[src/sv/dpp_pkg.sv]
// ---------------------------------------------------------------------------
// dpp_pkg: shared types and constants
// Configuration layout, queue entry format and sizing for the depth pixel
// back-projection core.
// ---------------------------------------------------------------------------
package dpp_pkg;

   localparam int unsigned MAX_DIM    = 4096;
   localparam int unsigned DIM_W      = 13;   // holds 1..MAX_DIM
   localparam int unsigned POS_W      = 12;   // holds 0..MAX_DIM-1
   localparam int unsigned DEC_MAX    = 16;
   localparam int unsigned PHASE_W    = 4;
   localparam int unsigned CSR_DATA_W = 24;
   localparam int unsigned FIFO_DEPTH = 4;
   localparam int unsigned FIFO_AW    = 2;
   localparam int unsigned ROUND_SH   = 28;

   typedef enum logic [2:0] {
      CSR_IMAGE_WIDTH    = 3'd0,
      CSR_IMAGE_HEIGHT   = 3'd1,
      CSR_DECIMATE       = 3'd2,
      CSR_CENTER_X_Q4    = 3'd3,
      CSR_CENTER_Y_Q4    = 3'd4,
      CSR_INV_FOCAL_Q24  = 3'd5,
      CSR_RANGE_LIMIT_MM = 3'd6,
      CSR_RANGE_ENABLE   = 3'd7
   } csr_index_type;

   typedef struct packed {
      logic [12:0] image_width;
      logic [12:0] image_height;
      logic [4:0]  decimate;
      logic [15:0] center_x_q4;
      logic [15:0] center_y_q4;
      logic [23:0] inv_focal_q24;
      logic [15:0] range_limit_mm;
      logic        range_enable;
   } cfg_type;

   typedef struct packed {
      logic [POS_W-1:0] column;
      logic [POS_W-1:0] row;
      logic [15:0]      depth_mm;
      logic [7:0]       red;
      logic [7:0]       green;
      logic [7:0]       blue;
   } item_type;

endpackage

[src/sv/dpp_fifo.sv]
// ---------------------------------------------------------------------------
// dpp_fifo: short queue between selection and projection
// Holds kept pixels so front and back stall independently.
// ---------------------------------------------------------------------------
module dpp_fifo (
   input  logic              clock,
   input  logic              reset,
   input  logic              push_valid,
   output logic              push_ready,
   input  dpp_pkg::item_type push_item,
   output logic              pop_valid,
   input  logic              pop_ready,
   output dpp_pkg::item_type pop_item
);

   dpp_pkg::item_type             entry_ff [dpp_pkg::FIFO_DEPTH];
   logic [dpp_pkg::FIFO_AW-1:0]   wr_ptr_ff, wr_ptr_in;
   logic [dpp_pkg::FIFO_AW-1:0]   rd_ptr_ff, rd_ptr_in;
   logic [dpp_pkg::FIFO_AW:0]     count_ff, count_in;
   logic                          push, pop;

   always_comb begin
      push_ready = (count_ff != (dpp_pkg::FIFO_AW+1)'(dpp_pkg::FIFO_DEPTH));
      pop_valid  = (count_ff != '0);
      pop_item   = entry_ff[rd_ptr_ff];
      push       = push_valid && push_ready;
      pop        = pop_valid && pop_ready;
      wr_ptr_in  = push ? wr_ptr_ff + 1'b1 : wr_ptr_ff;
      rd_ptr_in  = pop ? rd_ptr_ff + 1'b1 : rd_ptr_ff;
      count_in   = count_ff + (dpp_pkg::FIFO_AW+1)'(push) - (dpp_pkg::FIFO_AW+1)'(pop);
   end

   always_ff @(posedge clock) begin
      if (reset) begin
         wr_ptr_ff <= '0;
         rd_ptr_ff <= '0;
         count_ff  <= '0;
      end else begin
         wr_ptr_ff <= wr_ptr_in;
         rd_ptr_ff <= rd_ptr_in;
         count_ff  <= count_in;
      end
   end

   always_ff @(posedge clock) begin
      if (push) begin
         entry_ff[wr_ptr_ff] <= push_item;
      end
   end

endmodule

[config.mk]
export PLATFORM = sky130hd
export DESIGN_NAME = dpp_fifo
export DESIGN_NICKNAME = d
export VERILOG_FILES = /design/src/sv/dpp_pkg.sv /design/src/sv/dpp_fifo.sv
export SDC_FILE = /design/constraint.sdc
export NUM_CORES = 1
export LEC_CHECK = 0
export BUFFER_PORTS_ARGS = -buffer_cell sky130_fd_sc_hd__clkbuf_2
export CORE_AREA = 3 3 144 146
export DETAILED_ROUTE_END_ITERATION = 8
export DIE_AREA = 0 0 147 149
export GPL_TIMING_DRIVEN = 0
export HOLD_SLACK_MARGIN = 0.03
export PLACE_DENSITY = 0.76
export SYNTH_ARGS = -nofsm -noshare
export SYNTH_HDL_FRONTEND = slang
export SYNTH_SLANG_ARGS = --single-unit
[constraint.sdc]
create_clock -name clock -period 7.54 [get_ports clock]
set_input_delay 0.377 -clock clock [delete_from_list [all_inputs] [get_ports clock]]
set_output_delay 0.377 -clock clock [all_outputs]
set_load 0.05 [all_outputs]
* Yosys cells after proc, flatten, opt, wreduce, memory -nomap -nowiden
Memory sizes are Yosys's and may differ from the RTL's. A register that Yosys moved wholly into a read port is not among the register bits.
Cells that the tools add are included.
Widths: inputs -> output; s select.
** Storage, ports and cells
- Flip-flop bits (word level) :: 7
- Input bits :: 68
- Output and inout bits :: 66
- Memories :: 1
- Bits in writable memories :: 256
- Word-level logic and storage cells :: 16
** Memories
- entry_ff :: depth 4, bits a word 64, read ports 1, clocked after memory_dff 1, write ports 1, RTL line dpp_fifo.sv:16 : dpp_pkg::item_type entry_ff [dpp_pkg::FIFO_DEPTH];
** Operators by class
- Multiplexer cells :: 4
- Add/sub/neg operators :: 4
- Equal/unequal tests :: 1
- Reduce and logical (&&, ||, !) cells :: 3
** Operator list (number)
- $add 2x1->2 const B :: 2
- $mux 2 :: 2
- $add 3x1->3 :: 1
- $ne 3x3->1 const B :: 1
- $reduce_bool 3->1 :: 1
- $sub 3x1->3 :: 1
- $logic_and 1x1->1 :: 2
- $mux 1 :: 2

* Depth between registers and ports, before layout
Gate-level depths: netlist (run 1).
- Depth after elaboration :: 4
- Gate-level depth with buffers :: 11
- Mapped depth without buffers :: 11

* Least setup slack after synthesis (run 1)
No wires, ideal clock.
- Path type :: reg2reg
- From :: reg count_ff[1] in the netlist's numbering
- To :: mem entry_ff[0][0] in the netlist's numbering (enable)
- Path buffers :: 0
- Path slack :: 4.807 ns
- Arrival :: 2.304 ns
- Cell stages (with the launch flop) :: 4
- Library setup time :: 0.429 ns
- Clock period less this slack :: 2.733 ns
- Data required time :: 7.111 ns
- Cells stage by stage :: dfxtp_1 nor2_1 a21boi_2 and2_1
** On the way
- Longest elaborated chain between the ends :: 4
** Ends and longest elaborated chain
- from (decl) :: RTL line dpp_fifo.sv:19 : logic [dpp_pkg::FIFO_AW:0] count_ff, count_in;
- from (signal assigned) :: RTL line dpp_fifo.sv:41 : count_ff <= count_in;
- $ne 3x3->1 :: RTL line dpp_fifo.sv:23 : push_ready = (count_ff != (dpp_pkg::FIFO_AW+1)'(dpp_pkg::FIFO_DEPTH));
- $logic_and 1x1->1 :: RTL line dpp_fifo.sv:26 : push = push_valid && push_ready;
- $mux 1 :: RTL line dpp_fifo.sv:46 : if (push) begin
- $mux 1 (implied by the code) :: RTL line dpp_fifo.sv:47 : entry_ff[wr_ptr_ff] <= push_item;
- to (decl) :: RTL line dpp_fifo.sv:16
Every way passes these cells.

==> flow_metrics.tcl, run 1 <==
set metrics [dict create \
    status "finished, final reports clean" \
    placed_cells 784 \
    row_count 51 \
    synth_top_area_share_pct 78.6 \
    postSynthAreaPerCell_um2 25.5 \
    vias_per_cell 5.29 \
    ctsHoldBuffers 0 \
    irDropWorstVdd_v 0.000245 \
    post_cts_resized 0 \
    arrival_ps 2090 \
    critPathCaptureType "primary output" \
    gp_congestion 0.724 \
    root_buffer "clkbuf_16" \
    cap_viol_max_count 0 \
    setup_viol 0 \
    finalPower_mw 4.51 \
    clk_pin_slew_ps 60 \
    wl_um 16400 \
    synth_area_leaders "edfxtp_1 79%, mux4_2 14%, dfxtp_1 1.8%, buf_12 1.2%, mux4_1 1.1%" \
    dr.first_iter.drc_count 272 \
    areaGrowthSynthToFinish_pct 19.2 \
    netlist.top_cell.by_area "edfxtp_1" \
    die_height_um 149 \
    clkSinkCount 265 \
    place_hpwl_um 10300 \
    fin_setup_tns_ps 0 \
    layout_common_cells "256 x edfxtp_1, 133 x clkbuf_2, 60 x mux4_2" \
    period_needed_ps 2470 \
    dieWidth_um 147 \
    hold_viol_final 0 \
    finalCritPeriodShare_pct 32.7 \
    ctsHtreeMaxLevel 1 \
    cts.path.max_buffers 3 \
    r2r_setup_slack_ps 5080 \
    reg2reg_to "count_ff[2]" \
    worstRegToRegCells 11 \
    final_net_count 622 \
    critPathLaunchType "register" \
    grt_overflow 0 \
    insertedDiodeCount 0 \
    ys_ff_latch 265 \
    hp-start "push_item[18]" \
    drive_above_1_share_pct 45.0 \
    grt_pass1_vias 4698 \
    synthesis.nets 458 \
    synth_area_um2 9780 \
    numCtsBuffers 26 \
    worstHoldPathType "in -> reg" \
    initial_core_util_pct 50.1 \
    r2r_start "count_ff[1]" \
    ys_seq_area_share_pct 80.5 \
    yosys.cell_types.count 26 \
    drc 0 \
    portBuffers 132 \
    fp.coreArea_um2 19500 \
    worst_pin_slew_ps 544 \
    timing.slew.headroom_pct 63.7 \
    wire_per_inst_um 19.8 \
    cp.required_ps 7160 \
    grt_pass1_wl_um 26200 \
    dr.pass1.iters 4 \
    fin_skew_ps 8.84 \
    layout_commonest_cell "edfxtp_1" \
    cts_tree "done" \
    stdcell_count 830 \
    die-area_um2 21900 \
    grt_max_degree 34 \
    antenna_found_initial 0 \
    leakage_nw 3.98 \
    report.final.slew_viol_count 0 \
    worst-path-max-fanout 10 \
    vias 4388 \
    drtAntennaViolNets 0 \
    postCtsSetupBuffers 0 \
    clock_latency_ps 510 \
    pin_count 134 \
    hold_path_end "entry_ff[2][18]" \
    worstSetupPathType "reg -> out" \
    ys_warn_count 0 \
    grt_use_total_pct 15.2 \
    min_path_cells 1 \
    syn_inst 383 \
    power_density_nw_per_um2 387 \
    grt_setup_unrepaired "no" \
    fmax_ghz 0.405 \
]
==> cell usage after synthesis (all sizes together) <==
cell type and number:
xnor2 1, xor2 2, edfxtp 256, mux2 1
mux4 64, o311ai 1, dfxtp 9, buf 13
and2 5, mux2i 1, inv 5, nor2 8
a21boi 1, nand2 1, nor2b 1, clkbuf 2
ha 6, o31a 1, fa 1, nand2b 2
or3 1, nor3 1
==> where the power goes <==
group | leakage [nW] | total [mW] | internal, mW | switching, mW
Combinational | 1.17 | 1.47 | 0.473 | 1.00
Sequential | 2.42 | 1.85 | 1.80 | 0.0468
Clock | 0.391 | 1.19 | 0.682 | 0.506
==> worst max-delay path by stage <==
stage          slack (ps)         from             end
2_1_floorplan        4810  count_ff[1]  entry_ff[0][0]
3_3_place_gp         3700  count_ff[1]  entry_ff[3][2]
3_5_place_dp         5070  count_ff[1]     count_ff[2]
4_1_cts              4980     register    pop_item[19]
5_1_grt              4870  count_ff[1]     count_ff[2]
6_report             5070     register    pop_item[19]
==> layer usage <==
layer  part of all wire (%)  track usage, %  wire length [µm]  up-vias
met3                    6.3            3.49              1040       28
li1                       -               -                 -     1961
met5                      0               0                 0        -
met4                    2.0            3.73               328        0
met2                     50            25.6              8240      133
met1                     42            20.5              6820     2266
==> critical path: stages (launching register included) <==
cell,delay (ps)
dfxtp_1,310
clkbuf_2,290
buf_2,340
mux4_2,370
clkbuf_2,270
==> logic make-up after synthesis <==
kind of cell / count (synthesis) / synth area share (%)
xor+xnor: 3 / 0.269
mux: 66 / 15.1
flops: 265 / 80.5
simple gates: 19 / 0.972
buf+inv: 20 / 1.93
fa+ha+maj: 7 / 0.972
compound gates: 3 / 0.294
==> sequential cells by signal (all words and copies together) (netlist names), named ones only <==
signal     count
count_ff       3
entry_ff     256
rd_ptr_ff      2
wr_ptr_ff      2
==> through the flow <==
step | setup slack, ps | hold slack, ps | utilization (%) | instance area, µm²
after floorplan | 4810 | 476 | - | 9780
after global placement | 3700 | 491 | 55.2 | 10800
after detailed placement | 5070 | 530 | 55.6 | 10900
after CTS | 4980 | 52.8 | 59.7 | 11700
after global routing | 4870 | 59.2 | 59.7 | 11700
final | 5070 | 78.1 | 59.7 | 11700
==> cell type report <==
type,instances,area (µm²)
buffer,15,170
clock buffer,28,679
clock inverter,18,115
fill,1396,7870
inverter,5,18.8
multi-input combinational,98,1730
sequential,265,7870
tap,265,332
timing repair buffer,136,741
(Power assumes the default switching activity.)
==> inputs of run 2 (changes only) <==
- PLACE_DENSITY: 0.76 -> 0.79
- clock period: 7.54 -> 2.2 ns (I/O delays scaled with it)
==> run 2 against run 1 <==
Design area grew 6.6%. Highest routed layer unchanged. Clock power rose to 3.4 times the previous value. Clock-buffer cell count rose by 4. Routed wire length increased by 8.8%. Sequential power grew to 3.4 times the previous value. Combinational power grew to 3.6 times the previous value. Total power grew to 3.5 times the previous value. Worst setup slack got worse by 5000 ps. Largest cell class unchanged. Register-to-register slack worse by 5000 ps. Clock skew up 1.8 ps.
==> flow_metrics.tcl, run 2 (same netlist as run 1, synthesis figures left out) <==
set metrics [dict create \
    p_seq_share_pct 40.4 \
    wl_met2_um 9310 \
    vias_per_cell 5.16 \
    fmax_ghz 0.467 \
    dr.first_iter.drc_count 171 \
    fin_skew_ps 10.7 \
    drc 0 \
    cts.path.max_buffers 3 \
    combinationalPowerShare_pct 33.9 \
    layout_commonest_cell "edfxtp_1" \
    p_int_mw 10.4 \
    numCtsBuffers 26 \
    swShare_pct 34.2 \
    leakage_nw 4.28 \
    drive_above_1_share_pct 40.8 \
    clk_pin_slew_ps 60 \
    initial_core_util_pct 50.1 \
    finalCritPeriodShare_pct 97.3 \
    grt_setup_unrepaired "yes" \
    p_clk_share_pct 25.6 \
    cts_tree "done" \
    grt_overflow 0 \
    root_buffer "clkbuf_16" \
    hp-start "push_valid" \
    grt_max_degree 44 \
    worstSetupPathType "reg -> reg" \
    reg2reg_to "count_ff[2]" \
    placed_cells 784 \
    insertedDiodeCount 0 \
    finalPower_mw 15.7 \
    clkSinkCount 265 \
    status "finished, final reports clean" \
    ctsHtreeMaxLevel 1 \
    power_density_nw_per_um2 1270 \
    final_net_count 689 \
    cp.required_ps 2580 \
    worst-path-max-fanout 7 \
    pin_count 134 \
    die-area_um2 21900 \
    period_needed_ps 2140 \
    grt_pass1_vias 5166 \
    hold_viol_final 0 \
    arrival_ps 2520 \
    top_regs "entry_ff: 256 flops, count_ff: 3 flops" \
    worstRegToRegCells 9 \
    place_hpwl_um 10600 \
    row_count 51 \
    vias 4630 \
    fp.coreArea_um2 19500 \
    r2r_setup_slack_ps 60 \
    r2r_start "count_ff[1]" \
    stdcell_count 898 \
    report.final.slew_viol_count 0 \
    areaGrowthSynthToFinish_pct 27.1 \
    antenna_found_initial 0 \
    critPathLaunchType "register" \
    route.met3.wl_um 807 \
    worst_pin_slew_ps 415 \
    layout_common_cells "256 x edfxtp_1, 114 x clkbuf_2, 66 x dlygate4sd3_1" \
    critPathCaptureType "register" \
    worstHoldPathType "in -> reg" \
    grt_use_total_pct 16.6 \
    largest_reg_flops 256 \
    setup_viol 0 \
    grt_pass1_wl_um 28400 \
    drtAntennaViolNets 0 \
    die_height_um 149 \
    wire_per_inst_um 19.9 \
    m1WireLength_um 7440 \
    portBuffers 132 \
    largest_register "entry_ff" \
    cap_viol_max_count 0 \
    hold_path_end "wr_ptr_ff[1]" \
    gp_congestion 0.721 \
    timing.slew.headroom_pct 72.4 \
    clock_latency_ps 500 \
    top_layer_used "met4" \
    dr.pass1.iters 4 \
    power_switching_mw 5.38 \
    irDropWorstVdd_v 0.00104 \
    wl_um 17900 \
    dieWidth_um 147 \
    min_path_cells 4 \
]
## run 2: changes by cell type in the layout (fill, tap and decap cells not counted), moves of 4 or more
cell,change
buf_2,+4
clkbuf_4,+9
dlygate4sd3_1,+66
buf_4,+7
clkbuf_1,+4
clkbuf_2,-19
buf_16,+4
## run 2: how the worst max path moves through the flow
stage | start | slack (ps) | end | depth (start not counted)
6_report | count_ff[1] | 60 | count_ff[2] | 9
3_5_place_dp | count_ff[1] | -260 | count_ff[2] | 11
4_1_cts | register | 2 | pop_item[3] | 4
2_1_floorplan | count_ff[1] | 70 | count_ff[2] | 11
5_1_grt | count_ff[1] | -50 | count_ff[2] | 9
3_3_place_gp | count_ff[1] | -490 | entry_ff[0][54] | 3
## run 2: layer usage
metal  vias to the layer above  track usage (%)
met3                        28             2.83
met5                         -                0
met2                       132             29.3
li1                       2101                -
met4                         0             4.10
met1                      2369             21.9
## run 2: critical path, stage by stage (launching register included)
cell,delay (ps)
dfxtp_4,370
o31a_1,330
ha_1,290
inv_1,60
ha_1,130
inv_1,50
fa_2,350
xor2_2,200
and2_4,180
nor3_2,40
## run 2: what timing repair did
action,4_1_cts,5_1_grt
pin swaps,1,1
gates resized for setup,17,20
endpoints found under the hold margin,262,0
hold buffers,66,0
setup buffers,1,0
setup endpoints to repair,41,50
## run 2: layout make-up
cell class	count	area (µm²)
clock buffers	32	694
fillers	1358	7100
flip-flops and latches	265	7870
repair buffers	203	1460
plain buffers	15	194
well taps	265	332
inverters	5	18.8
multi-input cells	98	1760
clock inverters	15	92.6
## run 2: power groups by stage
stage | Sequential, mW | Clock [mW] | Combinational (mW)
floorplan | 6.41 | 0 | 4.01
global placement | 6.43 | 0 | 5.03
detailed placement | 6.45 | 0 | 5.18
CTS | 6.35 | 4.15 | 5.36
global route | 6.42 | 4.35 | 5.64
finish | 6.37 | 4.03 | 5.34
## run 2: stage by stage
stage	setup TNS, ps	instance area (µm²)	hold WS (ps)	setup slack, ps	util (%)
finish	0	12400	126	58.4	63.6
global route	-48.7	12400	144	-48.7	63.6
CTS	0	12400	120	2.07	63.5
detailed placement	-257	10900	331	-257	55.8
global placement	-122680	10800	323	-489	55.2
floorplan	0	9780	209	69.1	-
