--- src/sv/dpp_pkg.sv ---
// ---------------------------------------------------------------------------
// dpp_pkg: shared types and constants
// Configuration layout, queue entry format and sizing for the depth pixel
// back-projection core.
// ---------------------------------------------------------------------------
package dpp_pkg;

   localparam int unsigned MAX_DIM    = 4096;
   localparam int unsigned DIM_W      = 13;   // holds 1..MAX_DIM
   localparam int unsigned POS_W      = 12;   // holds 0..MAX_DIM-1
   localparam int unsigned DEC_MAX    = 16;
   localparam int unsigned PHASE_W    = 4;
   localparam int unsigned CSR_DATA_W = 24;
   localparam int unsigned FIFO_DEPTH = 4;
   localparam int unsigned FIFO_AW    = 2;
   localparam int unsigned ROUND_SH   = 28;

   typedef enum logic [2:0] {
      CSR_IMAGE_WIDTH    = 3'd0,
      CSR_IMAGE_HEIGHT   = 3'd1,
      CSR_DECIMATE       = 3'd2,
      CSR_CENTER_X_Q4    = 3'd3,
      CSR_CENTER_Y_Q4    = 3'd4,
      CSR_INV_FOCAL_Q24  = 3'd5,
      CSR_RANGE_LIMIT_MM = 3'd6,
      CSR_RANGE_ENABLE   = 3'd7
   } csr_index_type;

   typedef struct packed {
      logic [12:0] image_width;
      logic [12:0] image_height;
      logic [4:0]  decimate;
      logic [15:0] center_x_q4;
      logic [15:0] center_y_q4;
      logic [23:0] inv_focal_q24;
      logic [15:0] range_limit_mm;
      logic        range_enable;
   } cfg_type;

   typedef struct packed {
      logic [POS_W-1:0] column;
      logic [POS_W-1:0] row;
      logic [15:0]      depth_mm;
      logic [7:0]       red;
      logic [7:0]       green;
      logic [7:0]       blue;
   } item_type;

endpackage

--- src/sv/dpp_intf.sv ---
// ---------------------------------------------------------------------------
// dpp_req_if / dpp_rsp_if: pixel and point channels
// Valid/ready channels carrying one depth pixel or one projected point.
// ---------------------------------------------------------------------------
interface dpp_req_if;
   logic        valid;
   logic        ready;
   logic [15:0] depth_mm;
   logic [7:0]  red;
   logic [7:0]  green;
   logic [7:0]  blue;

   modport source (output valid, depth_mm, red, green, blue, input ready);
   modport sink   (input valid, depth_mm, red, green, blue, output ready);
endinterface


--- src/sv/dpp_front.sv ---
// ---------------------------------------------------------------------------
// dpp_front: raster tracking and pixel selection
// Tracks column/row and decimation phases, keeps on-grid in-range pixels.
// ---------------------------------------------------------------------------
module dpp_front (
   input  logic               clock,
   input  logic               reset,
   input  dpp_pkg::cfg_type   cfg,
   dpp_req_if.sink            req,
   output logic               push_valid,
   input  logic               push_ready,
   output dpp_pkg::item_type  push_item
);

   logic [dpp_pkg::POS_W-1:0]   column_ff, column_in;
   logic [dpp_pkg::POS_W-1:0]   row_ff, row_in;
   logic [dpp_pkg::PHASE_W-1:0] column_phase_ff, column_phase_in;
   logic [dpp_pkg::PHASE_W-1:0] row_phase_ff, row_phase_in;

   logic [dpp_pkg::DIM_W-1:0]   width_lim, height_lim;
   logic [4:0]                  dec_lim;
   logic [dpp_pkg::DIM_W-1:0]   column_inc, row_inc;
   logic [4:0]                  column_phase_inc, row_phase_inc;
   logic                        keep;
   logic                        accept;

   // clamp sizes and decimation into their legal ranges
   always_comb begin
      if (cfg.image_width == '0) begin
         width_lim = dpp_pkg::DIM_W'(1);
      end else if (cfg.image_width > dpp_pkg::DIM_W'(dpp_pkg::MAX_DIM)) begin
         width_lim = dpp_pkg::DIM_W'(dpp_pkg::MAX_DIM);
      end else begin
         width_lim = cfg.image_width;
      end
      if (cfg.image_height == '0) begin
         height_lim = dpp_pkg::DIM_W'(1);
      end else if (cfg.image_height > dpp_pkg::DIM_W'(dpp_pkg::MAX_DIM)) begin
         height_lim = dpp_pkg::DIM_W'(dpp_pkg::MAX_DIM);
      end else begin
         height_lim = cfg.image_height;
      end
      if (cfg.decimate == '0) begin
         dec_lim = 5'd1;
      end else if (cfg.decimate > 5'(dpp_pkg::DEC_MAX)) begin
         dec_lim = 5'(dpp_pkg::DEC_MAX);
      end else begin
         dec_lim = cfg.decimate;
      end
   end

   always_comb begin
      keep = (column_phase_ff == '0) && (row_phase_ff == '0) &&
             !(cfg.range_enable && (req.depth_mm > cfg.range_limit_mm));
      req.ready  = push_ready;
      accept     = req.valid && push_ready;
      push_valid = req.valid && keep;
      push_item.column   = column_ff;
      push_item.row      = row_ff;
      push_item.depth_mm = req.depth_mm;
      push_item.red      = req.red;
      push_item.green    = req.green;
      push_item.blue     = req.blue;
   end

   // advance raster position, wrapping at the end of a row and of a frame
   always_comb begin
      column_inc       = {1'b0, column_ff} + dpp_pkg::DIM_W'(1);
      row_inc          = {1'b0, row_ff} + dpp_pkg::DIM_W'(1);
      column_phase_inc = {1'b0, column_phase_ff} + 5'd1;
      row_phase_inc    = {1'b0, row_phase_ff} + 5'd1;
      column_in        = column_ff;
      row_in           = row_ff;
      column_phase_in  = column_phase_ff;
      row_phase_in     = row_phase_ff;
      if (accept) begin
         if (column_inc >= width_lim) begin
            column_in       = '0;
            column_phase_in = '0;
            if (row_inc >= height_lim) begin
               row_in       = '0;
               row_phase_in = '0;
            end else begin
               row_in       = row_inc[dpp_pkg::POS_W-1:0];
               row_phase_in = (row_phase_inc >= dec_lim) ? '0 :
                              row_phase_inc[dpp_pkg::PHASE_W-1:0];
            end
         end else begin
            column_in       = column_inc[dpp_pkg::POS_W-1:0];
            column_phase_in = (column_phase_inc >= dec_lim) ? '0 :
                              column_phase_inc[dpp_pkg::PHASE_W-1:0];
         end
      end
   end

   always_ff @(posedge clock) begin
      if (reset) begin
         column_ff       <= '0;
         row_ff          <= '0;
         column_phase_ff <= '0;
         row_phase_ff    <= '0;
      end else begin
         column_ff       <= column_in;
         row_ff          <= row_in;
         column_phase_ff <= column_phase_in;
         row_phase_ff    <= row_phase_in;
      end
   end

endmodule

--- src/flat_wrapper.sv ---
// flat-port wrapper written by rule: the top's interface ports become plain ports
module dpp_front_flat 
  (clock, reset, cfg, push_valid, push_ready, push_item, req_valid, req_depth_mm, req_red, req_green, req_blue, req_ready);
  dpp_req_if req_i ();
  input  logic clock;
  input  logic reset;
  input  dpp_pkg::cfg_type cfg;
  output logic push_valid;
  input  logic push_ready;
  output dpp_pkg::item_type push_item;
  input wire logic [$bits(req_i.valid)-1:0] req_valid;
  input wire logic [$bits(req_i.depth_mm)-1:0] req_depth_mm;
  input wire logic [$bits(req_i.red)-1:0] req_red;
  input wire logic [$bits(req_i.green)-1:0] req_green;
  input wire logic [$bits(req_i.blue)-1:0] req_blue;
  output wire logic [$bits(req_i.ready)-1:0] req_ready;
  assign req_i.valid = req_valid;
  assign req_i.depth_mm = req_depth_mm;
  assign req_i.red = req_red;
  assign req_i.green = req_green;
  assign req_i.blue = req_blue;
  assign req_ready = req_i.ready;
  dpp_front u_core (.clock(clock), .reset(reset), .cfg(cfg), .req(req_i), .push_valid(push_valid), .push_ready(push_ready), .push_item(push_item));
endmodule
--- config.mk ---
export PLATFORM = sky130hd
export DESIGN_NAME = dpp_front_flat
export DESIGN_NICKNAME = d
export VERILOG_FILES = /design/src/sv/dpp_pkg.sv /design/src/sv/dpp_intf.sv /design/src/sv/dpp_front.sv /design/src/flat_wrapper.sv
export SDC_FILE = /design/constraint.sdc
export NUM_CORES = 1
export LEC_CHECK = 0
export BUFFER_PORTS_ARGS = -buffer_cell sky130_fd_sc_hd__buf_4
export CAP_MARGIN = 20
export CORE_MARGIN = 1.5
export CORE_UTILIZATION = 25
export DETAILED_ROUTE_END_ITERATION = 12
export PLACE_DENSITY = 0.57
export SYNTH_ARGS = -nofsm -noshare
export SYNTH_HDL_FRONTEND = slang
export SYNTH_SLANG_ARGS = --single-unit
--- constraint.sdc ---
create_clock -name clock -period 4.5 [get_ports clock]
set_clock_uncertainty 0.1 [all_clocks]
set_input_delay 0.675 -clock clock [delete_from_list [all_inputs] [get_ports clock]]
set_output_delay 0.675 -clock clock [all_outputs]
set_load 0.03 [all_outputs]
* After elaboration in Yosys (flattened, before gate mapping)
Cells that the tools add are included. Widths: inputs -> output; s select.
Operators by class: equality and inequality tests 0, shifts and indexed selects 0, muxes and demuxes 12, $lt $le $gt $ge 8, multiply operators 0, add/sub/neg operators 4, divide/modulo/power cells 0, bitwise operators 0, reductions and logical operators 12
Operators with widths (count):
- $mux 13 | 4
- $add 12x1->13 const B | 2
- $ge 13x13->1 | 2
- $gt 13x13->1 const B | 2
- $logic_not 13->1 | 2
- $mux 12 | 2
- $gt 16x16->1 | 1
- $mux 4 | 4
- $add 4x1->5 const B | 2
- $ge 5x5->1 | 2
- $mux 5 | 2
- $logic_not 4->1 | 2
- $gt 5x5->1 const B | 1
- $logic_and 1x1->1 | 5
- $logic_not 5->1 | 1
- $reduce_and 2->1 | 1
- $logic_not 1->1 | 1
Storage, ports and cells: input port bits 148, memory bits (read-only) 0, output and inout bits 66, RAM bits 0, register bits after elaboration 32, latch bits 0, memories 0, word-level logic and storage cells 40

* Longest topological paths before layout
Gate-level depths: netlist (run 1).
depth after elaboration 6, mapped depth 14, mapped depth without buffers 12

* Least setup slack after synthesis (run 1)
No wires, ideal clock.
path kind register to register, start register u_core.column_ff[0] (netlist name), end register u_core.column_ff[10] (netlist name), data arrival time 3.198 ns, data required time 4.278 ns, stages on the path, launching flop included 15, setup slack 1.080 ns, period minus slack after synthesis 3.420 ns, library setup time 0.122 ns, path buffers 2, cell sequence dfxtp_1 > ha_1 > and3_1 > buf_2 > and3_1 > nand3_1 > xnor2_1 > ha_1 > nand4_2 > a211oi_2 > o2bb2ai_2 > nor3_4 > buf_6 > and3_1 > a221o_1
Between the ends: cells in the longest elaborated chain, start to end 3
RTL lines:
- from (decl) | line dpp_front.sv:15 | logic [dpp_pkg::POS_W-1:0] column_ff, column_in;
- from (signal assigned) | line dpp_front.sv:103 | column_ff <= column_in;
- $add 12x1->13 (*) | line dpp_front.sv:68 | column_inc = {1'b0, column_ff} + dpp_pkg::DIM_W'(1);
- $ge 13x13->1 | line dpp_front.sv:77 | if (column_inc >= width_lim) begin
- $mux 12 (*) | line dpp_front.sv:77
Mark *: on every way between the ends. The rest lies on a longest branch, timed or not. A chain may end at the register's enable or synchronous reset.

* Worst setup path in the final report (run 1)
start register u_core.column_ff[0] (netlist name), end register u_core.row_ff[4] (netlist name)
Between the ends: cells in the longest elaborated chain, start to end 3
RTL lines:
- $add 12x1->13 | line dpp_front.sv:68
- $ge 13x13->1 | line dpp_front.sv:77
- $reduce_and 2->1 (no source line)
- to (signal assigned) | line dpp_front.sv:104 | row_ff <= row_in;
- to (decl) | line dpp_front.sv:16 | logic [dpp_pkg::POS_W-1:0] row_ff, row_in;
No other way between the ends.

==> run metrics, run 1 <==
number of endpoints failing setup at the final stage 0; floorplan core area between 10000 and 15000 um2; sequential fraction of the synthesis area 0.185; final hold violation count 0; Tcrit/Tclk final 0.811; post-CTS setup buffer count 0; number of clock sinks 32; Routed Antenna Nets 0; final global-route overflow total 0; Root Buffer sky130_fd_sc_hd__clkbuf_16; clock latency at the later pin of the worst-skew pair approximately 0.27 ns; Reg2Reg Setup Slack about 0.85 ns; mean post-synth cell area 7.99 um2; normalized max-slew margin 0.375; total wirelength of the detailed-routed design 9340 um; setup repair after global routing missed its margin false; leakage between 0.002 and 0.0025 uW; area growth from synthesis to final layout 24.1%; proportion of synthesized flip-flops having asynchronous set or reset 0; largest net degree at the start of global routing 17; row count 42; Final nets slightly above 700; crit-path max FO 16; number of DRC violations after detailed routing 0; required time at the worst-slack endpoint 4.57 ns; number of library cell types mapped by synthesis between 50 and 60; final standard cell utilization of the core 0.321; final worst slack between 0.8 and 0.9 ns; number of top-level pins 214; deepest clock path buffer count 2; total global routing track utilization 0.129; post-cts hold buffer count 0; Mapped Area 3470 um2; final critical delay including setup and external delays ~3.7 ns; dpl ws between 0.8 and 0.9 ns; share of cells above drive strength 1 0.255; transition time at the pin with the least slew margin approximately 0.94 ns; Synth area leader sky130_fd_sc_hd__ha_1; die height around 120 um; number of synthesized flops with an enable pin 0; share of power burned in registers 0.352; CTS H-tree depth 2; number of antenna violations at the first check in global routing 1; number of vias per cell after detailed routing ~4.8; fraction of power consumed by the clock network 0.410; switching part of the total power 0.273; data arrival time at the worst-slack endpoint 3.72 ns; internal power consumption around 600 uW; via count of the first global-routing pass approximately 3200; aggregate negative setup slack 0 ns; wire length per cell roughly 14 um; net switching power figure between 200 and 250 uW; critical path class reg -> reg; wire length of the first global-routing pass 15200 um; number of vias after detailed routing approximately 3300; main area contributors after synthesis sky130_fd_sc_hd__ha_1 (21%), sky130_fd_sc_hd__dfxtp_1 (18%), sky130_fd_sc_hd__buf_4 (8.9%); post-synthesis cell count roughly 430; clock transition at the registers of the reported paths 0.05 ns; number of warnings issued by yosys 0; area of all placed cells without fillers between 4000 and 5000 um2; Synth top area share 0.209; CTS tree yes; main flop type after synthesis sky130_fd_sc_hd__dfxtp_1; most frequent cells after synthesis sky130_fd_sc_hd__ha_1 (58), sky130_fd_sc_hd__nand2_1 (50), sky130_fd_sc_hd__buf_4 (41); worst IR drop on VDD about 0.12 mV; capturing element type of the critical path flip-flop; effective utilization at floorplan 0.259; FF+latch count, synth 32; placer's final routability congestion estimate roughly 0.86; library cell with the highest instance count after synthesis sky130_fd_sc_hd__ha_1; kind of start point of the critical path flip-flop; areal power density over the cells 191 nW/um2; Peak Freq 0.274 GHz; total of cells resized after clock tree synthesis 0; Die Width approximately 120 um; Post-DP Area 4150 um2; iteration-0 DRC count of the detailed router ~110; cts bufs inserted 5; combinational fraction of design power 0.238; pins over their slew limit 0; first-pass detailed-route iteration total 5; detailed placer's ending HPWL a little under 8000 um; status finished, final reports clean; # Max-Cap Violations 0; Syn Nets 640; minimum hold slack around 0.42 ns; worst hold path class reg -> reg; overall die area around 15000 um2; input/output buffers around 110
power groups by stage:
stage               combinational [uW]  sequential (uW)  clock (uW)
floorplan                          154              298           0
global placement                   191              296           0
detailed placement                 197              296           0
CTS                                198              290         345
global route                       220              291         360
finish                             196              290         338
state kept, by name, summed over array words and instances (netlist names):
| signal | flops |
|---|---|
| u_core.row_phase_ff | 4 |
| u_core.column_phase_ff | 4 |
| u_core.column_ff | 12 |
| u_core.row_ff | 12 |
final cells by class:
| class | count | area, um2 |
|---|---|---|
| inverters | 32 | 120 |
| clock buffers | 7 | 143 |
| flip-flops and latches | 32 | 641 |
| diodes | 1 | 2.50 |
| clock inverters | 1 | 7.51 |
| fillers | 1432 | 9100 |
| repair buffers | 110 | 826 |
| multi-input cells | 319 | 2340 |
| well taps | 176 | 220 |
worst max-delay path: stages (launching register included):
cell and delay [ns]:
sky130_fd_sc_hd__dfxtp_1 0.46, sky130_fd_sc_hd__ha_1 0.27, sky130_fd_sc_hd__and3_1 0.29, sky130_fd_sc_hd__and3_1 0.29, sky130_fd_sc_hd__nand3_1 0.18, sky130_fd_sc_hd__xnor2_1 0.17
sky130_fd_sc_hd__ha_1 0.32, sky130_fd_sc_hd__nand4_2 0.15, sky130_fd_sc_hd__a211oi_2 0.26, sky130_fd_sc_hd__o2bb2ai_2 0.33, sky130_fd_sc_hd__o21bai_4 0.23, sky130_fd_sc_hd__and2_1 0.26
sky130_fd_sc_hd__a22o_1 0.23
routing by layer:
layer	global-route usage	part of all wire	wire length [um]
met1	0.148	0.42	3900
met2	0.238	0.50	4650
met3	0.0212	0.059	548
met4	0.0522	0.027	254
met5	0	0	0
layout by cell type, fill, tap and decap left out, types with 5 or more instances in the layout:
cell type                     n
sky130_fd_sc_hd__a21o_1      10
sky130_fd_sc_hd__a21oi_1     19
sky130_fd_sc_hd__a32oi_1      7
sky130_fd_sc_hd__and2_1       6
sky130_fd_sc_hd__and3_1       8
sky130_fd_sc_hd__buf_4      110
sky130_fd_sc_hd__clkbuf_16    5
sky130_fd_sc_hd__dfxtp_1     32
sky130_fd_sc_hd__ha_1        58
sky130_fd_sc_hd__inv_1       32
sky130_fd_sc_hd__nand2_1     50
sky130_fd_sc_hd__nand2b_1     9
sky130_fd_sc_hd__nand3_1      9
sky130_fd_sc_hd__nand4_1      8
sky130_fd_sc_hd__nor2_1      20
sky130_fd_sc_hd__nor2b_1      7
sky130_fd_sc_hd__nor3_1       6
sky130_fd_sc_hd__nor4_1       7
sky130_fd_sc_hd__o21a_1       6
sky130_fd_sc_hd__o21ai_0     16
sky130_fd_sc_hd__o31ai_1      5
sky130_fd_sc_hd__xnor2_1     16
sky130_fd_sc_hd__xor2_1       5
stage by stage:
stage	instances	total power (uW)
floorplan	434	452
global placement	669	487
detailed placement	669	493
CTS	677	833
global route	678	870
finish	678	823
path summary, 6_finish.rpt:
path | from | to | cells past startpoint
worst max-delay path | u_core.column_ff[0] | u_core.row_ff[4] | 12
worst min register to register | u_core.row_phase_ff[3] | u_core.row_phase_ff[3] | 1
worst min-delay path | u_core.row_phase_ff[3] | u_core.row_phase_ff[3] | 1
worst max register to register | u_core.column_ff[0] | u_core.row_ff[4] | 12
cells by family after synthesis:
kind of cell,Yosys count,share of synthesized area
multiplexers,2,0.00578
flip-flops,32,0.185
AO/OA/AOI/OAI,94,0.193
buffers and inverters,83,0.140
AND/OR/NAND/NOR,144,0.214
adder cells (fa/ha/maj),58,0.209
XOR/XNOR,21,0.0531
(Power assumes the default switching activity.)
==> inputs of run 2 (changes only) <==
Settings changed: ABC_AREA set to 1, PLACE_DENSITY 0.57 to 0.58.
Clock period 4.5 ns to 3.05 ns, I/O delays scaled along.
==> run 2 against run 1 <==
Worst setup slack worse by 0.56 ns. First-iteration DRC count increased by 34%. Power increased by 60%. Global-route usage down 1.6 points. Fmax is 32% higher. Wire length fell by 4.4%. Critical endpoint is now u_core.row_ff[3]. Largest cell class unchanged.
==> run metrics, run 2 <==
Root Buffer sky130_fd_sc_hd__clkbuf_16; largest registers u_core.column_ff (12), u_core.row_ff (12); source of the worst hold timing path u_core.row_phase_ff[3]; critical path cell sequence ha_1 -> nand3_1 -> nor2_1 -> nand3_1 -> nor4b_1 -> ha_1 -> a21oi_1 -> o21ai_0 -> nor2_1 -> nand3_2 -> buf_4 -> nor2_1 -> nor2_1 -> nor2_1; maximum cell stage delay along the critical path roughly 0.33 ns; Mapped Area around 3700 um2; minimum hold slack 0.380 ns; clock transition at the registers of the reported paths roughly 0.05 ns; pins over their slew limit 0; number of library cell types mapped by synthesis 34; number of warnings issued by yosys 0; Synth area leader sky130_fd_sc_hd__ha_1; main flop type after synthesis sky130_fd_sc_hd__dfxtp_1; post-placement cell count 828; normalized max-slew margin 0.649; transition time at the pin with the least slew margin ~0.52 ns; cts bufs inserted 5; leakage between 0.002 and 0.003 uW; crit-path max FO 16; Post-DP Area roughly 4500 um2; input/output buffers approximately 110; via count of the first global-routing pass 3321; first-pass detailed-route iteration total 4; post-synthesis cell count ~580; # Max-Cap Violations 0; number of top-level pins about 210; total of cells resized after clock tree synthesis 0; overall die area 15700 um2; final global-route overflow total 0; post-cts hold buffer count 0; WHS Endpoint u_core.row_phase_ff[3]; setup repair after global routing missed its margin false; number of DRC violations after detailed routing 0; library cell with the highest instance count after synthesis sky130_fd_sc_hd__nand2_1; kind of start point of the critical path flip-flop; final hold violation count 0; effective utilization at floorplan 0.256; Syn Nets ~800; final critical delay including setup and external delays between 2 and 3 ns; deepest clock path buffer count 2; capturing element type of the critical path flip-flop; most common library cell in the layout ignoring fill and taps sky130_fd_sc_hd__nand2_1; buffer and inverter count on the worst path 1; Tcrit/Tclk final 0.905; number of vias per cell after detailed routing approximately 4.3; iteration-0 DRC count of the detailed router about 150; number of antenna violations at the first check in global routing 0; wire length of the first global-routing pass around 15000 um; share of cells above drive strength 1 0.225; worst hold path class reg -> reg; FF+latch count, synth 32; Worst Reg-to-Reg Cells 14; area of all placed cells without fillers 4670 um2; areal power density over the cells between 200 and 300 nW/um2; wire length per cell ~11 um; Peak Freq around 0.36 GHz; post-CTS setup buffer count 0; number of clock sinks 32; Die Width 125 um; detailed placer's ending HPWL between 7000 and 8000 um; non-filler instance count after layout about 840; largest net degree at the start of global routing 22; mean post-synth cell area around 6.5 um2; worst IR drop on VDD 0.211 mV; number of synthesized flops with an enable pin 0; total wirelength of the detailed-routed design 8940 um; startpoint of the lowest-slack register-to-register path u_core.row_ff[0]; number of endpoints failing setup at the final stage 0; required time at the worst-slack endpoint 3.15 ns; proportion of synthesized flip-flops having asynchronous set or reset 0; sequential fraction of the synthesis area 0.171; clock latency at the later pin of the worst-skew pair between 0.2 and 0.3 ns; Routed Antenna Nets 0; Total Power Consumption between 1000 and 1500 uW; total global routing track utilization 0.113; most frequent cells after synthesis sky130_fd_sc_hd__nand2_1 (137), sky130_fd_sc_hd__inv_1 (83), sky130_fd_sc_hd__nor2_1 (59); CTS tree yes; Synth top area share 0.194; status finished, final reports clean; area growth from synthesis to final layout 24.8%; row count 44; Critical path origin u_core.row_ff[0]; data arrival time at the worst-slack endpoint around 2.9 ns; Crit path top cell by count sky130_fd_sc_hd__nor2_1; placer's final routability congestion estimate roughly 0.77; Reg2Reg Setup Slack 0.29 ns; cell at the slowest stage of the critical path sky130_fd_sc_hd__dfxtp_1; aggregate negative setup slack 0 ns; main area contributors after synthesis sky130_fd_sc_hd__ha_1 (19%), sky130_fd_sc_hd__dfxtp_1 (17%), sky130_fd_sc_hd__nand2_1 (14%); CTS H-tree depth 2; die height 125 um; number of vias after detailed routing 3574; antenna diode instance count 0; critical path class reg -> reg; cell type group with the largest total delay on the critical path simple AND/OR/NAND/NOR gates; Final nets about 860; worst hold path depth 2; most frequent cells in the layout sky130_fd_sc_hd__nand2_1 (137), sky130_fd_sc_hd__buf_4 (117), sky130_fd_sc_hd__inv_1 (83); floorplan core area between 10000 and 15000 um2; worst flop-to-flop path endpoint u_core.row_ff[3]
[run 2: cell type report]
cell class | count | area [um2]
tap | 184 | 230
clock inverter | 2 | 35.0
fill | 1635 | 9920
multi-input combinational | 409 | 2420
sequential | 32 | 641
clock buffer | 6 | 129
timing repair buffer | 118 | 898
inverter | 85 | 319
[run 2: kinds of logic (layout without fill, tap and decap cells)]
kind of cell | after synthesis | count (layout) | synth area share
compound gates | 55 | 55 | 0.0806
xor+xnor | 18 | 18 | 0.0442
fa+ha+maj | 58 | 58 | 0.194
buf+inv | 134 | 211 | 0.182
flops | 32 | 32 | 0.171
simple gates | 278 | 278 | 0.328
[run 2: worst max path at each step]
| stage | to | slack (ns) | depth (start not counted) |
|---|---|---|---|
| 6_report | u_core.row_ff[3] | 0.29 | 14 |
| 4_1_cts | u_core.row_ff[3] | 0.25 | 14 |
| 5_1_grt | u_core.row_ff[3] | 0.005 | 17 |
| 2_1_floorplan | u_core.row_ff[5] | 0.30 | 16 |
| 3_3_place_gp | u_core.row_ff[6] | 0.17 | 16 |
| 3_5_place_dp | u_core.row_ff[8] | 0.18 | 16 |
[run 2: through the flow]
step / setup slack, ns / util
final: 0.289 / 0.320
after global routing: 0.00470 / 0.320
after global placement: 0.173 / 0.309
after floorplan: 0.299 / -
after detailed placement: 0.182 / 0.309
after CTS: 0.250 / 0.320
[run 2: where the power goes]
part | switching, uW | total (uW) | internal, uW | leakage, uW
clock network | 173 | 557 | 384 | 0.0000808
logic | 177 | 326 | 149 | 0.00228
registers | 7.71 | 432 | 425 | 0.000259
total | 358 | 1320 | 957 | 0.00262
[run 2: worst reg2reg max path: cells and delay by family (launching register included)]
| family | cells | cell delay (ns) |
|---|---|---|
| DFF | 1 | 0.33 |
| buffers and inverters | 1 | 0.20 |
| and+or+nand+nor | 9 | 1.31 |
| adders and majority gates | 2 | 0.49 |
| AOI/OAI and AO/OA | 2 | 0.28 |
[run 2: metal layers]
metal	vias up	routed length, um	part of all wire	GRT usage
met3	8	528	0.059	0.0252
li1	1950	-	-	-
met4	0	57	0.0064	0.0194
met1	1516	4160	0.47	0.151
met2	100	4190	0.47	0.190
met5	-	0	0	0
